==> src/sv/hmd_pkg.sv <==
// Shared types, sizes and register codes of the histogram motion detector.
package hmd_pkg;

  // Histogram geometry
  localparam int BINS        = 16;
  localparam int HTILES      = 8;
  localparam int VTILES      = 8;
  localparam int TILE_TOTAL  = HTILES * VTILES;
  localparam int STORE_DEPTH = BINS * TILE_TOTAL;

  // Derived widths
  localparam int BIN_W   = $clog2(BINS);
  localparam int TILE_W  = $clog2(TILE_TOTAL);
  localparam int ADDR_W  = $clog2(STORE_DEPTH);
  localparam int DIFF_W  = $clog2(BINS + 1);
  localparam int MOVE_W  = $clog2(TILE_TOTAL + 1);
  localparam int CNT_W   = 32;
  localparam int TIME_W  = 32;
  localparam int XY_W    = 3;
  localparam int RUN_W   = 16;
  localparam logic [RUN_W-1:0] RUN_MAX = '1;

  // Queue and result buffer sizes
  localparam int Q_DEPTH  = 4;
  localparam int Q_W      = $clog2(Q_DEPTH);
  localparam int OQ_DEPTH = 4;
  localparam int OQ_W     = $clog2(OQ_DEPTH);

  // Register indexes
  localparam int CFG_IDX_W = 3;
  localparam logic [CFG_IDX_W-1:0] CFG_SEND_TILE_EVENTS = 3'd0;
  localparam logic [CFG_IDX_W-1:0] CFG_FRAME_COUNT_THR  = 3'd1;
  localparam logic [CFG_IDX_W-1:0] CFG_TILE_COUNT_THR   = 3'd2;
  localparam logic [CFG_IDX_W-1:0] CFG_BIN_COUNT_THR    = 3'd3;
  localparam logic [CFG_IDX_W-1:0] CFG_BIN_DIFF_THR     = 3'd4;
  localparam logic [CFG_IDX_W-1:0] CFG_MIN_INTERVAL     = 3'd5;

  // Result kinds
  localparam logic KIND_TILE    = 1'b0;
  localparam logic KIND_SUMMARY = 1'b1;

  typedef struct packed {
    logic              send_tile_events;
    logic [7:0]        frame_count_threshold;
    logic [6:0]        tile_count_threshold;
    logic [4:0]        bin_count_threshold;
    logic [31:0]       bin_diff_threshold;
    logic [9:0]        min_interval_ms;
  } cfg_t;

  // One classified bin on its way from front to back
  typedef struct packed {
    logic [CNT_W-1:0]  bin_count;
    logic [TIME_W-1:0] frame_time;
    logic [ADDR_W-1:0] addr;
    logic [TILE_W-1:0] tile;
    logic [XY_W-1:0]   tile_x;
    logic [XY_W-1:0]   tile_y;
    logic              first_bin;
    logic              last_bin;
    logic              first_tile;
    logic              last_tile;
  } item_t;

  typedef struct packed {
    logic              kind;
    logic [XY_W-1:0]   tile_x;
    logic [XY_W-1:0]   tile_y;
    logic [15:0]       count;
    logic              movement;
    logic [TIME_W-1:0] event_time;
    logic              last;
  } res_t;

endpackage

==> src/sv/hmd_queue.sv <==
// Short item queue between the front end and the back end.
module hmd_queue import hmd_pkg::*; (
  input  logic  clk,
  input  logic  rst,
  input  logic  push,
  input  item_t push_item,
  output logic  full,
  input  logic  pop,
  output logic  head_valid,
  output item_t head_item
);

  item_t          entries [Q_DEPTH];
  logic [Q_W-1:0] wr_ptr;
  logic [Q_W-1:0] rd_ptr;
  logic [Q_W:0]   fill;

  assign full       = (fill == (Q_W+1)'(Q_DEPTH));
  assign head_valid = (fill != '0);
  assign head_item  = entries[rd_ptr];

  // Storage
  always_ff @(posedge clk) begin
    if (push) begin
      entries[wr_ptr] <= push_item;
    end
  end

  // Pointers and fill level
  always_ff @(posedge clk) begin
    if (rst) begin
      wr_ptr <= '0;
      rd_ptr <= '0;
      fill   <= '0;
    end else begin
      if (push) begin
        wr_ptr <= wr_ptr + 1'b1;
      end
      if (pop) begin
        rd_ptr <= rd_ptr + 1'b1;
      end
      fill <= fill + (Q_W+1)'(push) - (Q_W+1)'(pop);
    end
  end

endmodule

==> config.mk <==
export PLATFORM = sky130hd
export DESIGN_NAME = hmd_queue
export DESIGN_NICKNAME = d
export VERILOG_FILES = /design/src/sv/hmd_pkg.sv /design/src/sv/hmd_queue.sv
export SDC_FILE = /design/constraint.sdc
export NUM_CORES = 1
export LEC_CHECK = 0
export ABC_CLOCK_PERIOD_IN_PS = 7000
export BUFFER_PORTS_ARGS = -buffer_cell sky130_fd_sc_hd__buf_2
export CAP_MARGIN = 20
export CORE_MARGIN = 2
export CORE_UTILIZATION = 50
export CTS_CLUSTER_DIAMETER = 50
export DETAILED_ROUTE_END_ITERATION = 10
export PLACE_DENSITY = 0.71
export SLEW_MARGIN = 20
export SYNTH_ARGS = -nofsm -noshare
export SYNTH_HDL_FRONTEND = slang
export SYNTH_SLANG_ARGS = --single-unit
==> constraint.sdc <==
create_clock -name clk -period 7 [get_ports clk]
set_input_delay 1.05 -clock clk [delete_from_list [all_inputs] [get_ports clk]]
set_output_delay 1.05 -clock clk [all_outputs]
set_load 0.01 [all_outputs]
Word-level counts from Yosys, hierarchy flattened
Memory sizes are Yosys's and may differ from the RTL's. A register that Yosys moved wholly into a read port is not among the register bits.
Index checks and enable logic that the tools add are counted.
{"block": "totals", "out_inout_bits": 92, "n_memories": 1, "inputBits": 94, "regBits": 7, "word_cells": 14, "ramBits": 360}
{"block": "op_classes", "mux": 4, "n_reduce_logical": 1, "addsub": 4, "eq_ne": 1}
{"name": "entries", "words": 4, "word_bits": 90, "read_ports": 1, "rd_clocked_by_memory_dff": 1, "wr": 1, "line_no": "hmd_queue.sv:13", "rtl": "item_t entries [Q_DEPTH];"}
{"op": "$add 2x1->2 const B", "n": 2}
{"op": "$mux 2", "n": 2}
{"op": "$add 3x1->3", "n": 1}
{"op": "$eq 3x3->1 const B", "n": 1}
{"op": "$reduce_bool 3->1", "n": 1}
{"op": "$sub 3x1->3", "n": 1}
{"op": "$mux 1", "n": 2}

Depth between registers and ports, before layout
Gate-level depths: netlist of run 1.
{"block": "logic_depth", "depth_word": 3, "mapped_depth": 7, "mapped_depth_nobuf": 7}

Worst setup path after synthesis of run 1
OpenSTA, ideal clock, no wires.
{"block": "synth_timing", "kind": "input to register", "from": "input port push", "to": "memory entries[0][0] (netlist name) (enable)", "stages": 1, "arrival_ns": 3.136, "path_buffers": 0, "setup_ns": 0.458, "setup_slack_ns": 3.406, "cell_sequence": "and2_1"}
{"block": "synth_via", "elab_chain_len": 2}
{"element": "from (decl)", "line_no": "hmd_queue.sv:5", "rtl": "input logic push,"}
{"element": "$mux 1", "line_no": "hmd_queue.sv:24", "rtl": "if (push) begin"}
{"element": "$mux 1 (implied by the code)", "line_no": "hmd_queue.sv:25", "rtl": "entries[wr_ptr] <= push_item;"}
{"element": "to (decl)", "line_no": "hmd_queue.sv:13"}
No other way between the ends.

==> qor.txt, run 1 <==
Drt total wl = 24,000 um
CP arrival = 2660 ps
Internal = 3.83 mW
Post-Syn Area = 13,500 um^2
Mapped Nets = 613
Via count = 6,024
Switching fraction of total power = 0.219
IO Pins = 186
Synth unique cells = 21
Crit-path max cell delay = 740 ps
DIE AREA = 28,400 um^2
Fmax = 269 MHz
Vias per cell = 5.49
Yosys reg bits = 369
Initial core utilization = 0.506
Die width = 168 um
Placed cells = 1,025
Maximum VDD drop = 0.169 mV
Initial drt markers = 546
Max-cap violations = 0
Yosys top cell area share = 0.800
GRT overflow = 0
CP bufs+invs = 2
CP endpoint kind = primary output
Minimum clock period = 3710 ps
HP Class = reg -> reg
Std-Cell Rows = 60
Worst path cell trace = buf_4 > mux4_2 > buf_2
Comb pwr share = 0.090
Final period utilization = 0.530
Core area = 26,700 um^2
Initial antenna violation count = 3
Sequential cell area fraction in the yosys report = 0.813
Post_cts resized = 0
Largest net degree at the start of global routing = 52
Power share of the clock group = 0.384
Top post-synthesis cells by area = edfxtp_1 80%, mux4_2 15%, buf_12 1.3%
Crit path max fanout = 51
Status = completed
Final Max Slew Viols = 0
Post-DRT Antenna Nets = 0
Unrepaired setup endpoints after global routing = no
Endpoints failing setup = 0
Worst-path clk slew = 60 ps
Util after Layout = 0.595
Crit start category = flop
Max_slew headroom = 0.454
Final Skew = 11.7 ps
Number of I/O port buffers = 185
Global-route usage over all layers = 0.172
Layout cells sized above 1 = 0.459
Final #Nets = 826
Post-synth top cells = 360 x edfxtp_1, 90 x mux4_2, 9 x buf_12, 9 x buf_2, 9 x dfxtp_1
Sw power = 1.07 mW
Worst Max-Slew Pin Slew = 818 ps
Post-Route Setup TNS = 0 ps
DR pass1 iterations = 4
Mapped Avg Cell Area = 26.4 um^2
Routed length per instance = 21.9 um
CP Class = reg -> out
Synth area leader = edfxtp_1
Static Leak = 5.36 nW
Synth-to-layout area growth = 17.6%
Die height = 168 um
Async SR Flop Fraction = 0
Vias in the first global route = 6,555
Clock Latency Late Sink = 510 ps
Root buf cell = clkbuf_16
Req. time, crit path = 5950 ps
CP max stage cell = dfxtp_4
Cells after Synth = 512
Hold buffers post-CTS = 0
Count of flip-flops with a built-in enable after synthesis = 360
Gpl congestion = 0.708
First-pass GRT wire length = 36,800 um
CTS buffer count = 39
Top Family by Delay on Critical Path = buffers and inverters
Share of power burned in registers = 0.526
H-tree depth = 2
Drc violations = 0
Main synth FF type = edfxtp_1
Final Non-Filler Cells = 1,097
TritonCTS clock tree = yes
PnR Total Power = 4.90 mW
Yosys warns = 0
Num Clock Sinks = 369
Setup bufs post-CTS = 0
PD cells = 308 nW/um^2
Most common cell in the netlist = edfxtp_1
CTS Buffer Depth = 3
HPWL Detailed = 14,200 um
Hold Vio Cnt, Final = 0
[layout make-up]
class	count	area, um^2
multi-input combinational	117	2270
clock inverter	22	136
tap	341	427
inverter	6	22.5
timing repair buffer	192	978
antenna	2	5.00
fill	1889	10800
sequential	369	11000
clock buffer	48	1050
[power by group through the flow]
stage               logic [mW]  clock network (mW)  registers, mW
finish                   0.442                1.88           2.58
global route             0.478                2.01           2.59
CTS                      0.454                1.93           2.58
detailed placement       0.452                   0           2.63
global placement         0.440                   0           2.62
floorplan                0.297                   0           2.61
[logic make-up (layout without fill, tap and decap cells)]
family | Yosys count | after routing | synth area share
mux | 91 | 91 | 0.151
flops | 369 | 369 | 0.813
other cells | 0 | 2 | 0
simple gates | 14 | 14 | 0.00565
fa+ha+maj | 7 | 7 | 0.00703
buf+inv | 26 | 268 | 0.0194
xor+xnor | 3 | 3 | 0.00305
compound gates | 2 | 2 | 0.00111
[worst register-to-register path, cell delays in order, from the launching register on]
cell and delay, ps:
dfxtp_1 350, inv_1 100, ha_1 150, and2_4 530, buf_4 760
[per-layer routing]
metal,track usage,part of all wire,vias to the layer above
li1,-,-,2628
met1,0.216,0.40,3184
met2,0.298,0.53,171
met3,0.0388,0.054,39
met4,0.0626,0.022,2
met5,0,0.00054,-
[final timing paths]
path / from / to / slack [ps] / cells past startpoint
worst min register to register: rd_ptr[0]$_SDFFE_PP0P_ / flop / 560 / 2
worst max-delay path: flop / head_item[68] / 3290 / 3
worst max register to register: wr_ptr[0]$_SDFFE_PP0P_ / entries[0][19]$_DFFE_PP_ / 4660 / 4
worst min-delay path: rd_ptr[0]$_SDFFE_PP0P_ / flop / 560 / 2
[placed cells by master (no fill, tap or decap), types with 2 or more instances in the layout]
cell type / synthesis / layout
edfxtp_1: 360 / 360
buf_2: 9 / 185
mux4_2: 90 / 90
clkbuf_16: 0 / 41
clkinv_2: 0 / 8
clkbuf_1: 0 / 7
dfxtp_1: 9 / 7
buf_4: 0 / 7
inv_1: 6 / 6
ha_1: 6 / 6
clkinv_1: 0 / 6
nor2_1: 5 / 5
and2_4: 0 / 4
inv_8: 0 / 3
clkinvlp_4: 0 / 3
diode_2: 0 / 2
nor2b_1: 2 / 2
xnor2_1: 2 / 2
dfxtp_4: 0 / 2
[registers in the layout, summed over array words and instances, names as in the netlist, named ones only]
register / count
entries: 360
fill: 3
rd_ptr: 2
wr_ptr: 2
[per-stage QoR]
step                hold WS, ps  cell area [um^2]  setup WS [ps]
finish                      556             15900           3290
global route                596             15900           3150
CTS                         546             15900           3250
detailed placement          539             14700           3790
global placement            519             14700           3830
floorplan                   492             13500           3410
(Power assumes the default switching activity.)
==> run 2: changes to the inputs <==
--- a/config.mk
+++ b/config.mk
@@ -5,14 +5,15 @@
 export SDC_FILE = /design/constraint.sdc
 export NUM_CORES = 1
 export LEC_CHECK = 0
-export ABC_CLOCK_PERIOD_IN_PS = 7000
+export ABC_AREA = 1
+export ABC_CLOCK_PERIOD_IN_PS = 3300
 export BUFFER_PORTS_ARGS = -buffer_cell sky130_fd_sc_hd__buf_2
 export CAP_MARGIN = 20
 export CORE_MARGIN = 2
 export CORE_UTILIZATION = 50
 export CTS_CLUSTER_DIAMETER = 50
 export DETAILED_ROUTE_END_ITERATION = 10
-export PLACE_DENSITY = 0.71
+export PLACE_DENSITY = 0.73
 export SLEW_MARGIN = 20
 export SYNTH_ARGS = -nofsm -noshare
 export SYNTH_HDL_FRONTEND = slang
==> constraint.sdc (replaced) <==
create_clock -name clk -period 3.3 [get_ports clk]
set_input_delay 0.495 -clock clk [delete_from_list [all_inputs] [get_ports clk]]
set_output_delay 0.495 -clock clk [all_outputs]
set_load 0.01 [all_outputs]
==> qor.txt, run 2 <==
First-pass GRT wire length = 41,800 um (+14%)
Root buf cell = clkbuf_16
DR pass1 iterations = 5 (+1)
Static Leak = 6.81 nW (+27%)
Most common cell after layout, fill and taps aside = edfxtp_1
Share of power burned in registers = 0.518 (-0.008)
Reg2reg setup slack = 1440 ps (-3220 ps)
Max-cap violations = 0 (unchanged)
GRT overflow = 0 (unchanged)
Switching fraction of total power = 0.222 (+0.00340)
CP arrival = 2210 ps (-450 ps)
Power share of the clock group = 0.387 (+0.003)
Top post-synthesis cells by area = edfxtp_1 72%, o211ai_2 7.5%, inv_1 4.9%
Status = completed
Pre-CTS setup slack = 1100 ps (-2700 ps)
Post-DRT Antenna Nets = 0 (unchanged)
Worst Max-Slew Pin Slew = 807 ps (-11.7 ps)
DIE AREA = 31,600 um^2 (+11%)
Hold wc startpoint = rst
Compound-gate portion of the synthesized area = 0.138 (+0.137)
Reg-to-Reg Start = wr_ptr[0]$_SDFFE_PP0P_
Largest register FFs = 360 (unchanged)
Die height = 178 um (+5.5%)
Fmax = 369 MHz
Synth unique cells = 17 (-19%)
Placed cell areas = 16,400 um^2 (+11%)
Core area = 29,600 um^2 (+11%)
Crit start category = flop
CTS Buffer Depth = 3 (unchanged)
Final worst slack = 593 ps (-2700 ps)
Maximum VDD drop = 0.470 mV (+180%)
Biggest register = entries
Initial antenna violation count = 8 (+5)
Endpoints failing setup = 0 (unchanged)
Simple-gate share of the synthesized area = 0.0485 (+0.0428)
Yosys top cell area share = 0.717 (-0.0829)
Minimum clock period = 2710 ps
Cells after Synth = 1,106 (+120%)
Routed length per instance = 15.5 um (-29%)
Sequential cell area fraction in the yosys report = 0.729 (-0.0843)
Async SR Flop Fraction = 0 (unchanged)
Synth-to-layout area growth = 16.7%
Final #Nets = 1,398 (+69%)
Gpl congestion = 0.735 (+3.8%)
CP bufs+invs = 2 (unchanged)
IO Pins = 186 (unchanged)
Yosys reg bits = 369 (unchanged)
Mapped Avg Cell Area = 13.6 um^2 (-48%)
Max_slew headroom = 0.462 (+0.00779)
CP max stage cell = dfxtp_4
Std-Cell Rows = 63 (+5.0%)
Final Skew = 9.18 ps (-2.48 ps)
Vias in the first global route = 8,184 (+25%)
Crit path max fanout = 62 (+22%)
Most frequent cells in the layout = 360 x edfxtp_1, 192 x inv_1, 188 x nand2_1
Comb pwr share = 0.095 (+0.005)
Yosys warns = 0 (unchanged)
Biggest regs = entries x360, fill x3
Multiplexer area fraction after synthesis = 0 (-0.151)
Worst reg2reg path depth = 5 (+1)
CP endpoint kind = primary output
Hold buffers post-CTS = 0 (unchanged)
Initial core utilization = 0.509 (+0.00302)
TritonCTS clock tree = yes
Worst-path clk slew = 60 ps (about the same)
Main synth FF type = edfxtp_1
Largest net degree at the start of global routing = 65 (+25%)
Worst path cell trace = buf_4 > a21oi_1 > o21ai_0 > nand2_1 > buf_2
Req. time, crit path = 2800 ps (-3150 ps)
Worst hold path cell count = 2 (unchanged)
Synth area leader = edfxtp_1
Crit-path max cell delay = 880 ps (+140 ps)
Largest family of logic cells by synthesized area = compound AO/OA/AOI/OAI gates
Internal = 8.17 mW (+110%)
CTS buffer count = 39 (unchanged)
Xor-xnor portion of the synthesized cell area = 0 (-0.00305)
Num Clock Sinks = 369 (unchanged)
Post_cts resized = 0 (unchanged)
Setup bufs post-CTS = 0 (unchanged)
Unrepaired setup endpoints after global routing = no
Hold Vio Cnt, Final = 0 (unchanged)
Drc violations = 0 (unchanged)
Die width = 178 um (+5.5%)
Final Max Slew Viols = 0 (unchanged)
Global-route usage over all layers = 0.169 (-0.00311)
Mapped Nets = 1,207 (+97%)
PD cells = 597 nW/um^2 (+94%)
Drt total wl = 26,600 um (+11%)
Initial drt markers = 484 (-11%)
Post-Route Setup TNS = 0 ps (unchanged)
Most common cell in the netlist = edfxtp_1
Via count = 8,529 (+42%)
H-tree depth = 2 (unchanged)
Post-synth top cells = 360 x edfxtp_1, 196 x inv_1, 188 x nand2_1, 96 x a21oi_1, 90 x o211ai_2
Synth Area in Adders = 0.00631 (-0.000729)
Final Cell Area = 17,600 um^2 (+11%)
Vias per cell = 4.96 (-9.8%)
Layout cells sized above 1 = 0.267 (-0.192)
Final period utilization = 0.820
Count of flip-flops with a built-in enable after synthesis = 360 (unchanged)
HP Class = in -> reg
CP Class = reg -> out
Hold EP = fill[0]$_SDFF_PP0_
Sw power = 2.34 mW (+120%)
Fill cells = 2,350 (+24%)
Number of I/O port buffers = 185 (unchanged)
Clock Latency Late Sink = 510 ps (about the same)
Worst r2r dst = entries[2][20]$_DFFE_PP_
Top Family by Delay on Critical Path = flip-flops
HPWL Detailed = 16,300 um (+15%)
Post-Syn Area = 15,100 um^2 (+12%)
## run 2: per-layer routing
layer | up-vias | GRT usage | wire length (um)
met5 | - | 0 | 13
li1 | 4246 | - | -
met3 | 51 | 0.0461 | 1780
met4 | 2 | 0.0488 | 604
met1 | 4023 | 0.215 | 11300
met2 | 207 | 0.286 | 12900
## run 2: power by group through the flow
| stage | combinational [mW] | sequential, mW | clock (mW) |
|---|---|---|---|
| after global placement | 0.989 | 5.53 | 0 |
| after CTS | 1.02 | 5.45 | 4.15 |
| after global routing | 1.13 | 5.46 | 4.34 |
| final | 1.00 | 5.44 | 4.07 |
| after floorplan | 0.645 | 5.51 | 0 |
| after detailed placement | 1.01 | 5.54 | 0 |
## run 2: layout make-up
type,count,area (um^2),area share
tap,390,488,0.0277
multi-input combinational,481,2900,0.165
inverter,196,746,0.0424
antenna,7,17.5,0.000995
timing repair buffer,210,1250,0.0711
clock inverter,13,114,0.00647
clock buffer,55,1090,0.0618
sequential,369,11000,0.625
## run 2: worst max path at each step
| stage | from | to | depth (start not counted) |
|---|---|---|---|
| 2_1_floorplan | wr_ptr[0]$_SDFFE_PP0P_ | entries[2][0]$_DFFE_PP_ | 4 |
| 6_report | flop | head_item[50] | 5 |
| 4_1_cts | flop | head_item[85] | 5 |
| 5_1_grt | flop | head_item[85] | 5 |
| 3_5_place_dp | flop | head_item[85] | 5 |
| 3_3_place_gp | flop | head_item[50] | 5 |
## run 2: cells by family after synthesis
logic type                 Yosys count
adders and majority gates            7
AOI/OAI and AO/OA                  280
and+or+nand+nor                    194
buffers and inverters              256
DFF                                369
## run 2: through the flow
step	power, mW	utilization	cells	hold WS [ps]
3_5_place_dp	6.56	0.553	1646	450
4_1_cts	10.6	0.593	1714	149
2_1_floorplan	6.16	-	1106	436
5_1_grt	10.9	0.594	1717	161
6_report	10.5	0.594	1721	172
3_3_place_gp	6.52	0.553	1646	438
