$ cat src/sv/hmd_pkg.sv
// Shared types, sizes and register codes of the histogram motion detector.
package hmd_pkg;

  // Histogram geometry
  localparam int BINS        = 16;
  localparam int HTILES      = 8;
  localparam int VTILES      = 8;
  localparam int TILE_TOTAL  = HTILES * VTILES;
  localparam int STORE_DEPTH = BINS * TILE_TOTAL;

  // Derived widths
  localparam int BIN_W   = $clog2(BINS);
  localparam int TILE_W  = $clog2(TILE_TOTAL);
  localparam int ADDR_W  = $clog2(STORE_DEPTH);
  localparam int DIFF_W  = $clog2(BINS + 1);
  localparam int MOVE_W  = $clog2(TILE_TOTAL + 1);
  localparam int CNT_W   = 32;
  localparam int TIME_W  = 32;
  localparam int XY_W    = 3;
  localparam int RUN_W   = 16;
  localparam logic [RUN_W-1:0] RUN_MAX = '1;

  // Queue and result buffer sizes
  localparam int Q_DEPTH  = 4;
  localparam int Q_W      = $clog2(Q_DEPTH);
  localparam int OQ_DEPTH = 4;
  localparam int OQ_W     = $clog2(OQ_DEPTH);

  // Register indexes
  localparam int CFG_IDX_W = 3;
  localparam logic [CFG_IDX_W-1:0] CFG_SEND_TILE_EVENTS = 3'd0;
  localparam logic [CFG_IDX_W-1:0] CFG_FRAME_COUNT_THR  = 3'd1;
  localparam logic [CFG_IDX_W-1:0] CFG_TILE_COUNT_THR   = 3'd2;
  localparam logic [CFG_IDX_W-1:0] CFG_BIN_COUNT_THR    = 3'd3;
  localparam logic [CFG_IDX_W-1:0] CFG_BIN_DIFF_THR     = 3'd4;
  localparam logic [CFG_IDX_W-1:0] CFG_MIN_INTERVAL     = 3'd5;

  // Result kinds
  localparam logic KIND_TILE    = 1'b0;
  localparam logic KIND_SUMMARY = 1'b1;

  typedef struct packed {
    logic              send_tile_events;
    logic [7:0]        frame_count_threshold;
    logic [6:0]        tile_count_threshold;
    logic [4:0]        bin_count_threshold;
    logic [31:0]       bin_diff_threshold;
    logic [9:0]        min_interval_ms;
  } cfg_t;

  // One classified bin on its way from front to back
  typedef struct packed {
    logic [CNT_W-1:0]  bin_count;
    logic [TIME_W-1:0] frame_time;
    logic [ADDR_W-1:0] addr;
    logic [TILE_W-1:0] tile;
    logic [XY_W-1:0]   tile_x;
    logic [XY_W-1:0]   tile_y;
    logic              first_bin;
    logic              last_bin;
    logic              first_tile;
    logic              last_tile;
  } item_t;

  typedef struct packed {
    logic              kind;
    logic [XY_W-1:0]   tile_x;
    logic [XY_W-1:0]   tile_y;
    logic [15:0]       count;
    logic              movement;
    logic [TIME_W-1:0] event_time;
    logic              last;
  } res_t;

endpackage

$ cat src/sv/hmd_front.sv
// Front end: accepts bins, tracks frame position and decides frame skipping.
module hmd_front import hmd_pkg::*; (
  input  logic              clk,
  input  logic              rst,
  input  cfg_t              cfg,
  input  logic              hist_valid,
  output logic              hist_stall,
  input  logic [CNT_W-1:0]  bin_count,
  input  logic [TIME_W-1:0] frame_time,
  input  logic              frame_start,
  input  logic              q_full,
  output logic              push,
  output item_t             push_item
);

  logic [BIN_W-1:0]  bin_pos;
  logic [TILE_W-1:0] tile_pos;
  logic [XY_W-1:0]   tx;
  logic [XY_W-1:0]   ty;
  logic [ADDR_W-1:0] addr;
  logic [TIME_W-1:0] last_time;
  logic              skipping;

  logic              take;
  logic              skip_now;
  logic              skip_eff;
  logic [TIME_W-1:0] gap;
  logic [BIN_W-1:0]  bin_cur;
  logic [TILE_W-1:0] tile_cur;
  logic [XY_W-1:0]   tx_cur;
  logic [XY_W-1:0]   ty_cur;
  logic [ADDR_W-1:0] addr_cur;
  logic              last_bin;
  logic              last_tile;

  assign hist_stall = q_full;
  assign take       = hist_valid && !q_full;

  // Frame start: skip when the gap to the last processed frame is too short
  assign gap      = frame_time - last_time;
  assign skip_now = (cfg.min_interval_ms != '0) && (gap < TIME_W'(cfg.min_interval_ms));
  assign skip_eff = frame_start ? skip_now : skipping;

  // Position of this item, restarting at a frame start
  assign bin_cur   = frame_start ? '0 : bin_pos;
  assign tile_cur  = frame_start ? '0 : tile_pos;
  assign tx_cur    = frame_start ? '0 : tx;
  assign ty_cur    = frame_start ? '0 : ty;
  assign addr_cur  = frame_start ? '0 : addr;
  assign last_bin  = (bin_cur == BIN_W'(BINS - 1));
  assign last_tile = (tile_cur == TILE_W'(TILE_TOTAL - 1));

  assign push = take && !skip_eff;

  always_comb begin
    push_item.bin_count  = bin_count;
    push_item.frame_time = frame_time;
    push_item.addr       = addr_cur;
    push_item.tile       = tile_cur;
    push_item.tile_x     = tx_cur;
    push_item.tile_y     = ty_cur;
    push_item.first_bin  = (bin_cur == '0);
    push_item.last_bin   = last_bin;
    push_item.first_tile = (tile_cur == '0);
    push_item.last_tile  = last_tile;
  end

  // Position and frame state
  always_ff @(posedge clk) begin
    if (rst) begin
      bin_pos   <= '0;
      tile_pos  <= '0;
      tx        <= '0;
      ty        <= '0;
      addr      <= '0;
      last_time <= '0;
      skipping  <= 1'b0;
    end else if (take) begin
      if (frame_start && (!skip_now || last_time == '0)) begin
        last_time <= frame_time;
      end
      if (skip_eff) begin
        skipping <= 1'b1;
        bin_pos  <= bin_cur;
        tile_pos <= tile_cur;
        tx       <= tx_cur;
        ty       <= ty_cur;
        addr     <= addr_cur;
      end else begin
        // frame complete: ignore items until the next frame start
        skipping <= last_bin && last_tile;
        addr     <= addr_cur + 1'b1;
        if (last_bin) begin
          bin_pos  <= '0;
          tile_pos <= tile_cur + 1'b1;
          if (tx_cur == XY_W'(HTILES - 1)) begin
            tx <= '0;
            ty <= ty_cur + 1'b1;
          end else begin
            tx <= tx_cur + 1'b1;
            ty <= ty_cur;
          end
        end else begin
          bin_pos  <= bin_cur + 1'b1;
          tile_pos <= tile_cur;
          tx       <= tx_cur;
          ty       <= ty_cur;
        end
      end
    end
  end

endmodule

$ cat config.mk
export PLATFORM = sky130hd
export DESIGN_NAME = hmd_front
export DESIGN_NICKNAME = d
export VERILOG_FILES = /design/src/sv/hmd_pkg.sv /design/src/sv/hmd_front.sv
export SDC_FILE = /design/constraint.sdc
export NUM_CORES = 1
export LEC_CHECK = 0
export CORE_UTILIZATION = 50
export DETAILED_ROUTE_END_ITERATION = 7
export DONT_BUFFER_PORTS = 1
export PLACE_DENSITY = 0.64
export RECOVER_POWER = 25
export SETUP_SLACK_MARGIN = 0.2
export SLEW_MARGIN = 20
export SYNTH_ARGS = -nofsm -noshare
export SYNTH_HDL_FRONTEND = slang
export SYNTH_SLANG_ARGS = --single-unit
export TNS_END_PERCENT = 30
$ cat constraint.sdc
create_clock -name clk -period 7.65 [get_ports clk]
set_clock_uncertainty 0.2 [all_clocks]
set_input_delay 1.53 -clock clk [delete_from_list [all_inputs] [get_ports clk]]
set_output_delay 1.53 -clock clk [all_outputs]
set_load 0.01 [all_outputs]
=== Yosys cells after proc, flatten, opt, wreduce, memory -nomap -nowiden ===
Cells that the tools add are included.

* Add/sub/neg operators: 6
* Order comparisons: 1
* Equality and inequality tests: 3
* Muxes and demuxes: 18
* Reduce and logical (&&, ||, !) cells: 14

{| class="wikitable"
|+ Operator list
! kind !! number
|-
| logical NOT 32 bit || 1
|-
| < comparator 32 x 10 -> 1 bit || 1
|-
| subtractor 32 bit || 1
|-
| two-way mux 3 bit || 8
|-
| two-way mux 10 bit || 2
|-
| two-way mux 6 bit || 3
|-
| two-way mux 4 bit || 3
|-
| adder 10 x 1 -> 10 bit (second input constant) || 1
|-
| nonzero test 10 bit || 1
|-
| adder 3 x 1 -> 3 bit (second input constant) || 2
|-
| adder 6 x 1 -> 6 bit (second input constant) || 1
|-
| == test 6 bit (second input constant) || 1
|-
| logical NOT 6 bit || 1
|-
| logical AND 1 bit || 5
|-
| adder 4 x 1 -> 4 bit (second input constant) || 1
|-
| == test 4 bit (second input constant) || 1
|-
| logical NOT 4 bit || 1
|-
| == test 3 bit (second input constant) || 1
|-
| logical NOT 1 bit || 3
|-
| two-way mux 1 bit || 2
|-
| AND reduction 2 bit || 1
|-
| logical OR 1 bit || 1
|}

* Register bits: 59
* Input port bits: 132
* Output and inout port bits: 92

=== Logic depth before layout (Yosys ltp) ===
Gate-level depths: netlist of the first run.

* Depth after elaboration: 7
* Mapped depth: 21

=== Worst setup path after synthesis of the first run ===
No wires, ideal clock.

* Path type: input to output
* Start: in frame_time[0]
* End: out push
* Arrival time: 4.903 ns
* Data required time: 5.920 ns
* Slack: 1.017 ns
* Cell stages on the path: 18
* Cell sequence: inv_1 -> ha_1 -> fa_1 -> nand2b_1 -> a21oi_1 -> nor2_1 -> xnor2_1 -> ha_1 -> o21a_1 -> o211ai_1 -> o22ai_1 -> a311o_1 -> nor3_1 -> o2111ai_1 -> nor4_1 -> nand4_2 -> o21ai_0 -> inv_1

* Longest elaborated chain between the ends: 6

{| class="wikitable"
|+ RTL lines
! element !! RTL line !! source
|-
| start: declaration || hmd_front.sv:9 || <nowiki>input logic [TIME_W-1:0] frame_time,</nowiki>
|-
| subtractor 32 bit || hmd_front.sv:40 || <nowiki>assign gap = frame_time - last_time;</nowiki>
|-
| < comparator 32 x 10 -> 1 bit || hmd_front.sv:41 || <nowiki>assign skip_now = (cfg.min_interval_ms != '0) && (gap < TIME_W'(cfg.min_interval_ms));</nowiki>
|-
| logical AND 1 bit || hmd_front.sv:41 ||
|-
| two-way mux 1 bit || hmd_front.sv:42 || <nowiki>assign skip_eff = frame_start ? skip_now : skipping;</nowiki>
|-
| logical NOT 1 bit || hmd_front.sv:53 || <nowiki>assign push = take && !skip_eff;</nowiki>
|-
| logical AND 1 bit || hmd_front.sv:53 ||
|-
| end: declaration || hmd_front.sv:12 || <nowiki>output logic push,</nowiki>
|}

No other way between the ends.

=== Final worst setup path of the first run ===
Ends and elaborated chain as after synthesis.

==> metrics.txt, run 1 <==
run status complete, no violations; Final GP Congestion 0.9124; Total Neg Setup Slack 0 ns; crit path DAT 5.33 ns; Mapped Area just over 6000 um2; syn nets 1011; nets@finish 918; PwrDens 176.8 nW/um2; # rows 40; Worst VDD drop approximately 0.0002 V; total track usage approximately a quarter; # IOs roughly 220; Comb power frac between 20% and 30%; Slew @ Worst Pin around 0.71 ns; Max-cap violations 0; Skew-Pair Late Insertion Delay between 0.3 and 0.4 ns; Final Hold Fails 0; DP HPWL 11.46 mm; critical path cell sequence inv_1 -> ha_1 -> fa_1 -> nand2b_1 -> a21oi_2 -> nor2_1 -> xnor2_1 -> ha_1 -> o21a_1 -> o211ai_1 -> o22ai_1 -> a311o_1 -> nor3_1 -> o2111ai_1 -> nor4_1 -> nand4_2 -> o21ai_1 -> inv_1; Iter 0 DRT Violations 316; sw power ~310 uW; fin crit share between 90% and 100%; Mapped Avg Cell Area 7.488 um2; leakage ~2.2 nW; critical path class primary input to output port; Fin Hold WS between 0.2 and 0.3 ns; Flop pwr share between 20 and 30%; main area contributors after synthesis dfxtp_1 (19%), ha_1 (9.7%), buf_4 (8.2%); Post-synth ARST share 0%; CP Launch Type primary input; antenna-violating nets left 0; RSZ-0062 raised after global routing no; Synth Register Bits 59; reg2reg setup slack roughly 2.7 ns; post-CTS sizing 0; Yosys top cell by area dfxtp_1; area fraction of the dominant cell type after synthesis a little under a fifth; fin crit period around 7 ns; Simple-Gate Fraction of Synth Area ~28%; clock transition at the registers of the reported paths roughly 0.05 ns; Residual DRC 0; CP Max Fanout 5; setup bufs post-CTS 0; CTS tree built; CP max stage delay between 0.4 and 0.5 ns; critical path required time between 5 and 6 ns; antenna cells 0; sequential fraction of the synthesis area 19.01%; relative max-transition margin a little over half; Vias/cell 5.847; Wirelength per Cell approximately 16 um; CTS Buf Count 9; met2 layer usage reported by global route a little under two fifths; Synth Area in Adders under 10%; I/O Buffers 0; die area 12880 um2; post-synthesis cell count between 800 and 900; largest family of logic cells by synthesized area simple AND/OR/NAND/NOR gates; Hold WC Path Type register to register; Ys Warns 0; Starting Density 51.52%; CTS Root Cell clkbuf_16; GRT busiest layer met2; die height between 100 and 150 um; final setup violation count 0; Max Fclk 0.1416 GHz; Syn-to-layout area delta -2.134%; drt first pass iters 5; Sw Ratio between 20% and 30%; P_int 764.5 uW; total power 1.075 mW; vias in the first global route about 5000; nature of the critical path endpoint output port; first-pass GRT wire length 24.23 mm; Via Count approximately 5300; mux cell area share after synthesis roughly 5.6%; Most used DFF post-synth dfxtp_1; Clock power frac 47.0%; met1 usage between 30% and 40%; Critical Path Slowest Stage Cell fa_1; GRT overflow 0; Core Area ~12000 um2; XOR/XNOR Fraction of Synth Area around 4.4%; Slew Limit Fails 0; # hold bufs at CTS 0; clock tree buffer depth 2; H-tree depth 3; die width 113.5 um; met3 Use GR under 10%; Post-synth EDFFs 0; initial antenna violation count 0; Routed WL between 10 and 15 mm; Synth Area in Compound Gates 18.28%; clock sink total 59; layout cells sized above 1 ~3.8%; pin count of the biggest net entering global routing 94; post-synthesis cell type count around 70
## critical path: cells and delay by family
family	cells	cell delay, ns
AO/OA/AOI/OAI	7	1.46
AND/OR/NAND/NOR	5	1.15
adder cells (fa/ha/maj)	3	0.86
XOR/XNOR	1	0.17
buffers and inverters	2	0.14
## power groups by stage
stage,logic [mW],clock network (mW),registers [mW]
2_1_floorplan,0.238,0,0.326
3_3_place_gp,0.239,0,0.327
3_5_place_dp,0.243,0,0.327
4_1_cts,0.245,0.516,0.321
5_1_grt,0.276,0.527,0.322
6_report,0.249,0.506,0.321
## final cells by class
cell class	count	area (um2)
tap	168	210.2
inverter	57	214.0
fill	1178	5979
clock inverter	7	140.1
clock buffer	9	225.2
sequential	59	1181
multi-input combinational	610	4111
## logic make-up after synthesis
| group | after synthesis |
|---|---|
| xor gates and xnor gates | 31 |
| AOI/OAI and AO/OA | 173 |
| adders and majority gates | 49 |
| and+or+nand+nor | 322 |
| buffers and inverters | 161 |
| muxes | 35 |
| DFF | 59 |
## sequential cells by signal, indices dropped and copies added, names as in the netlist
| name | flops |
|---|---|
| bin_pos | 4 |
| skipping | 1 |
| ty | 3 |
| tx | 3 |
| last_time | 32 |
| tile_pos | 6 |
| addr | 10 |
## through the flow
step / cells / setup slack [ns] / utilization [%] / instance area [um2]
after global routing: 910 / 0.2135 / 50.43 / 6082
after global placement: 894 / 0.4926 / 47.30 / 5705
after floorplan: 830 / 1.017 / - / 6215
final: 910 / 0.5870 / 50.43 / 6082
after detailed placement: 894 / 0.4225 / 47.30 / 5705
after CTS: 910 / 0.4033 / 50.33 / 6071
## synth_stat cells, types with 3 or more instances
cell / instances
nand2b_1: 75
buf_4: 68
nand2_1: 64
dfxtp_1: 59
nor2_1: 58
inv_1: 56
a21oi_1: 50
ha_1: 48
mux2i_1: 35
o21ai_0: 29
nor2b_1: 25
nand4_1: 20
nor3_1: 17
nor4_1: 17
xnor2_1: 17
clkbuf_1: 16
nand3_1: 15
xor2_1: 14
buf_2: 13
a211oi_1: 12
o211ai_1: 10
a21o_1: 9
o21ai_1: 8
a211o_1: 6
o21a_1: 6
a21boi_0: 5
and2_1: 5
and3_1: 5
o2111ai_1: 4
a311o_1: 3
buf_12: 3
o31ai_1: 3
o32ai_1: 3
## metal layers
metal | wire length [um] | vias up
li1 | - | 2662
met1 | 7135 | 2487
met3 | 718 | 21
met2 | 6923 | 151
met4 | 197 | 0
met5 | 0 | -
## final timing paths
kind / from / to / cells after the start
max reg2reg: last_time[2] / last_time[27] / 18
max: frame_time[0] / push / 18
min reg2reg: bin_pos[1] / bin_pos[1] / 2
min: bin_pos[1] / bin_pos[1] / 2
## cells in the final DEF, fill, tap and decap left out, drive strengths merged, types with 6 or more instances in the layout
| cell type | n |
|---|---|
| nand3 | 15 |
| nand2b | 75 |
| nor4 | 18 |
| nand2 | 64 |
| nor3 | 17 |
| nor2b | 25 |
| a211oi | 13 |
| xor2 | 14 |
| o21a | 6 |
| o211ai | 10 |
| a21oi | 52 |
| mux2i | 35 |
| nand4 | 22 |
| o21ai | 37 |
| clkbuf | 9 |
| xnor2 | 17 |
| ha | 48 |
| a211o | 6 |
| and2 | 6 |
| nor2 | 58 |
| inv | 56 |
| a21o | 9 |
| dfxtp | 59 |
Note: power is estimated with default switching activity, not from simulation.
==> run 2: changes to the inputs <==
--- a/config.mk
+++ b/config.mk
@@ -9,4 +9,5 @@
 export DETAILED_ROUTE_END_ITERATION = 7
 export DONT_BUFFER_PORTS = 1
+export MAX_ROUTING_LAYER = met4
 export PLACE_DENSITY = 0.64
 export RECOVER_POWER = 25
--- a/constraint.sdc
+++ b/constraint.sdc
@@ -3,3 +3,3 @@
 set_input_delay 1.53 -clock clk [delete_from_list [all_inputs] [get_ports clk]]
 set_output_delay 1.53 -clock clk [all_outputs]
-set_load 0.01 [all_outputs]
+set_load 0.05 [all_outputs]
==> run 2 against run 1 <==
Net effect: setup slack got worse by 0.053 ns; maximum frequency fell by 0.74%; largest power group unchanged; clock-buffer cell count rose by 1; combinational power barely moved; die area did not move.
==> metrics.txt, run 2 (synthesized netlist as in run 1, its figures left out) <==
run status complete, no violations; drt first pass iters 5 (unchanged); antenna-violating nets left 0 (unchanged); clock tree buffer depth 2 (unchanged); Residual DRC 0 (unchanged); Vias/cell 5.937 (+1.5%); Via Count 5409 (+1.7%); Largest Register last_time; reg2reg setup slack 2.48 ns (-0.22 ns); nature of the critical path endpoint output port; Crit path max-delay family compound AO/OA/AOI/OAI gates; die height 113.5 um (unchanged); Wirelength per Cell 16.46 um (about the same); die area 12880 um2 (unchanged); Iter 0 DRT Violations 330 (+4.4%); CP max stage delay 0.41 ns (about the same); leakage 2.199 nW (-1.2%); clock transition at the registers of the reported paths 0.06 ns (about the same); GRT overflow 0 (unchanged); Skew-Pair Late Insertion Delay 0.34 ns (about the same); Hold Path Cell Cnt 2 (unchanged); placed instance area 5713 um2 (+0.13%); Reg2Reg Launch Point last_time[0]; Worst VDD drop 0.00009530 V (-52%); RSZ-0062 raised after global routing no; reg2reg end last_time[30]; # rows 40 (unchanged); die width 113.5 um (unchanged); largest registers last_time (32), addr (10), tile_pos (6); most used cell, CP ha_1; setup bufs post-CTS 0 (unchanged); Min-Delay Endpoint addr[0]; DP HPWL 11.56 mm (+0.90%); I/O Buffers 0 (unchanged); crit path DAT 5.39 ns (+0.06 ns); Max Fclk 0.1405 GHz (-0.74%); Buf/Inv on CP 2 (unchanged); min-delay src addr[0]; # IOs 224 (unchanged); fin crit share 93.02% (+0.69 points); pin count of the biggest net entering global routing 94 (unchanged); critical path required time 5.92 ns (about the same); commonest non-fill, non-tap cell in the layout nand2b_1; Final GP Congestion 0.9279 (+1.7%); Syn-to-layout area delta -2.899%; layout cells sized above 1 3.903% (+0.13 points); Final Hold Fails 0 (unchanged); initial antenna violation count 0 (unchanged); PwrDens 168.6 nW/um2 (-4.6%); Critical Path Slowest Stage Cell fa_1; Starting Density 51.52% (unchanged); Total Neg Setup Slack 0 ns (unchanged); CTS Buf Count 9 (unchanged); CTS tree built; Core Area 12060 um2 (unchanged); CTS Root Cell clkbuf_16; total track usage 23.93% (+0.53 points); CP Max Fanout 4 (-1); Worst Reg-to-Reg Cells 18 (unchanged); CP Launch Type primary input; Max-cap violations 0 (unchanged); antenna cells 0 (unchanged); relative max-transition margin 22.30% (-30 points); final setup violation count 0 (unchanged); Routed WL 14.99 mm (+0.11%); critical path class primary input to output port; Hold WC Path Type register to register; total power 1.018 mW (-5.4%); number of flip-flops in the largest register 32 (unchanged); nets@finish 919 (+0.11%); Slew @ Worst Pin 1.163 ns (+0.4491 ns); cell area after layout 6035 um2 (-0.78%); clock sink total 59 (unchanged); fin crit period 7.116 ns (+0.05288 ns); critical path cell sequence inv_1 -> ha_1 -> fa_1 -> nand2b_1 -> a21oi_2 -> nor2_1 -> xnor2_1 -> ha_1 -> o21a_1 -> o211ai_1 -> o22ai_1 -> a311o_1 -> nor3_1 -> o2111ai_1 -> nor4_1 -> nand4_2 -> o21ai_1 -> inv_2; H-tree depth 3 (unchanged); final core utilization 50.03% (-0.39 points); most frequent cells in the layout nand2b_1 (75), nand2_1 (64), dfxtp_1 (59), nor2_1 (58), inv_1 (55); vias in the first global route 5004 (+0.87%); first-pass GRT wire length 24.01 mm (-0.91%); Slew Limit Fails 0 (unchanged); Fin Hold WS 0.2764 ns (+0.02563 ns)
==> run 2: cell count changes in the layout (fill, tap and decap cells not counted) <==
cell       change
bufinv_16      -2
buf_4          +1
clkbuf_1       +1
inv_1          -1
inv_2          +1
inv_6          +1
o31a_2         +1
o31a_4         -1
==> run 2: repair_timing <==
action / in CTS / in global routing
hold buffers: 0 / 0
endpoints found under the setup margin: 0 / 1
gates resized for setup: 0 / 3
==> run 2: worst min-delay path, stage by stage (launching register included) <==
cell,delay (ns)
dfxtp_1,0.32
nand2_1,0.06
a221oi_1,0.06
==> run 2: how the worst max path moves through the flow <==
stage | startpoint | to | slack [ns] | cells after the start
floorplan | frame_time[0] | push | 0.87 | 18
global placement | frame_time[0] | push | 0.37 | 18
detailed placement | frame_time[0] | push | 0.28 | 18
CTS | frame_time[0] | push | 0.26 | 18
global route | frame_time[0] | push | 0.23 | 18
finish | frame_time[0] | push | 0.53 | 18
==> run 2: cell type report <==
class	instances	area [um2]
tap	168	210.2
sequential	59	1181
clock inverter	6	88.84
multi-input combinational	610	4104
clock buffer	10	229.0
inverter	57	214.0
fill	1205	6027
timing repair buffer	1	7.507
==> run 2: report_power, final <==
group	leakage (nW)	switching (mW)	internal, mW
combinational	1.57	0.152	0.0996
clock	0.149	0.159	0.286
sequential	0.478	0.00621	0.315
==> run 2: metal layers <==
| metal | GRT usage (%) | vias to the layer above | share of wire (%) |
|---|---|---|---|
| li1 | - | 2677 | - |
| met1 | 30.28 | 2528 | 46 |
| met2 | 37.28 | 177 | 46 |
| met3 | 4.942 | 27 | 6.2 |
| met4 | 9.474 | 0 | 1.7 |
| met5 | - | - | 0 |
==> run 2: stage by stage <==
step / std cells / worst slack, ns
floorplan: 830 / 0.8741
global placement: 895 / 0.3666
detailed placement: 895 / 0.2829
CTS: 911 / 0.2638
global route: 911 / 0.2336
finish: 911 / 0.5341
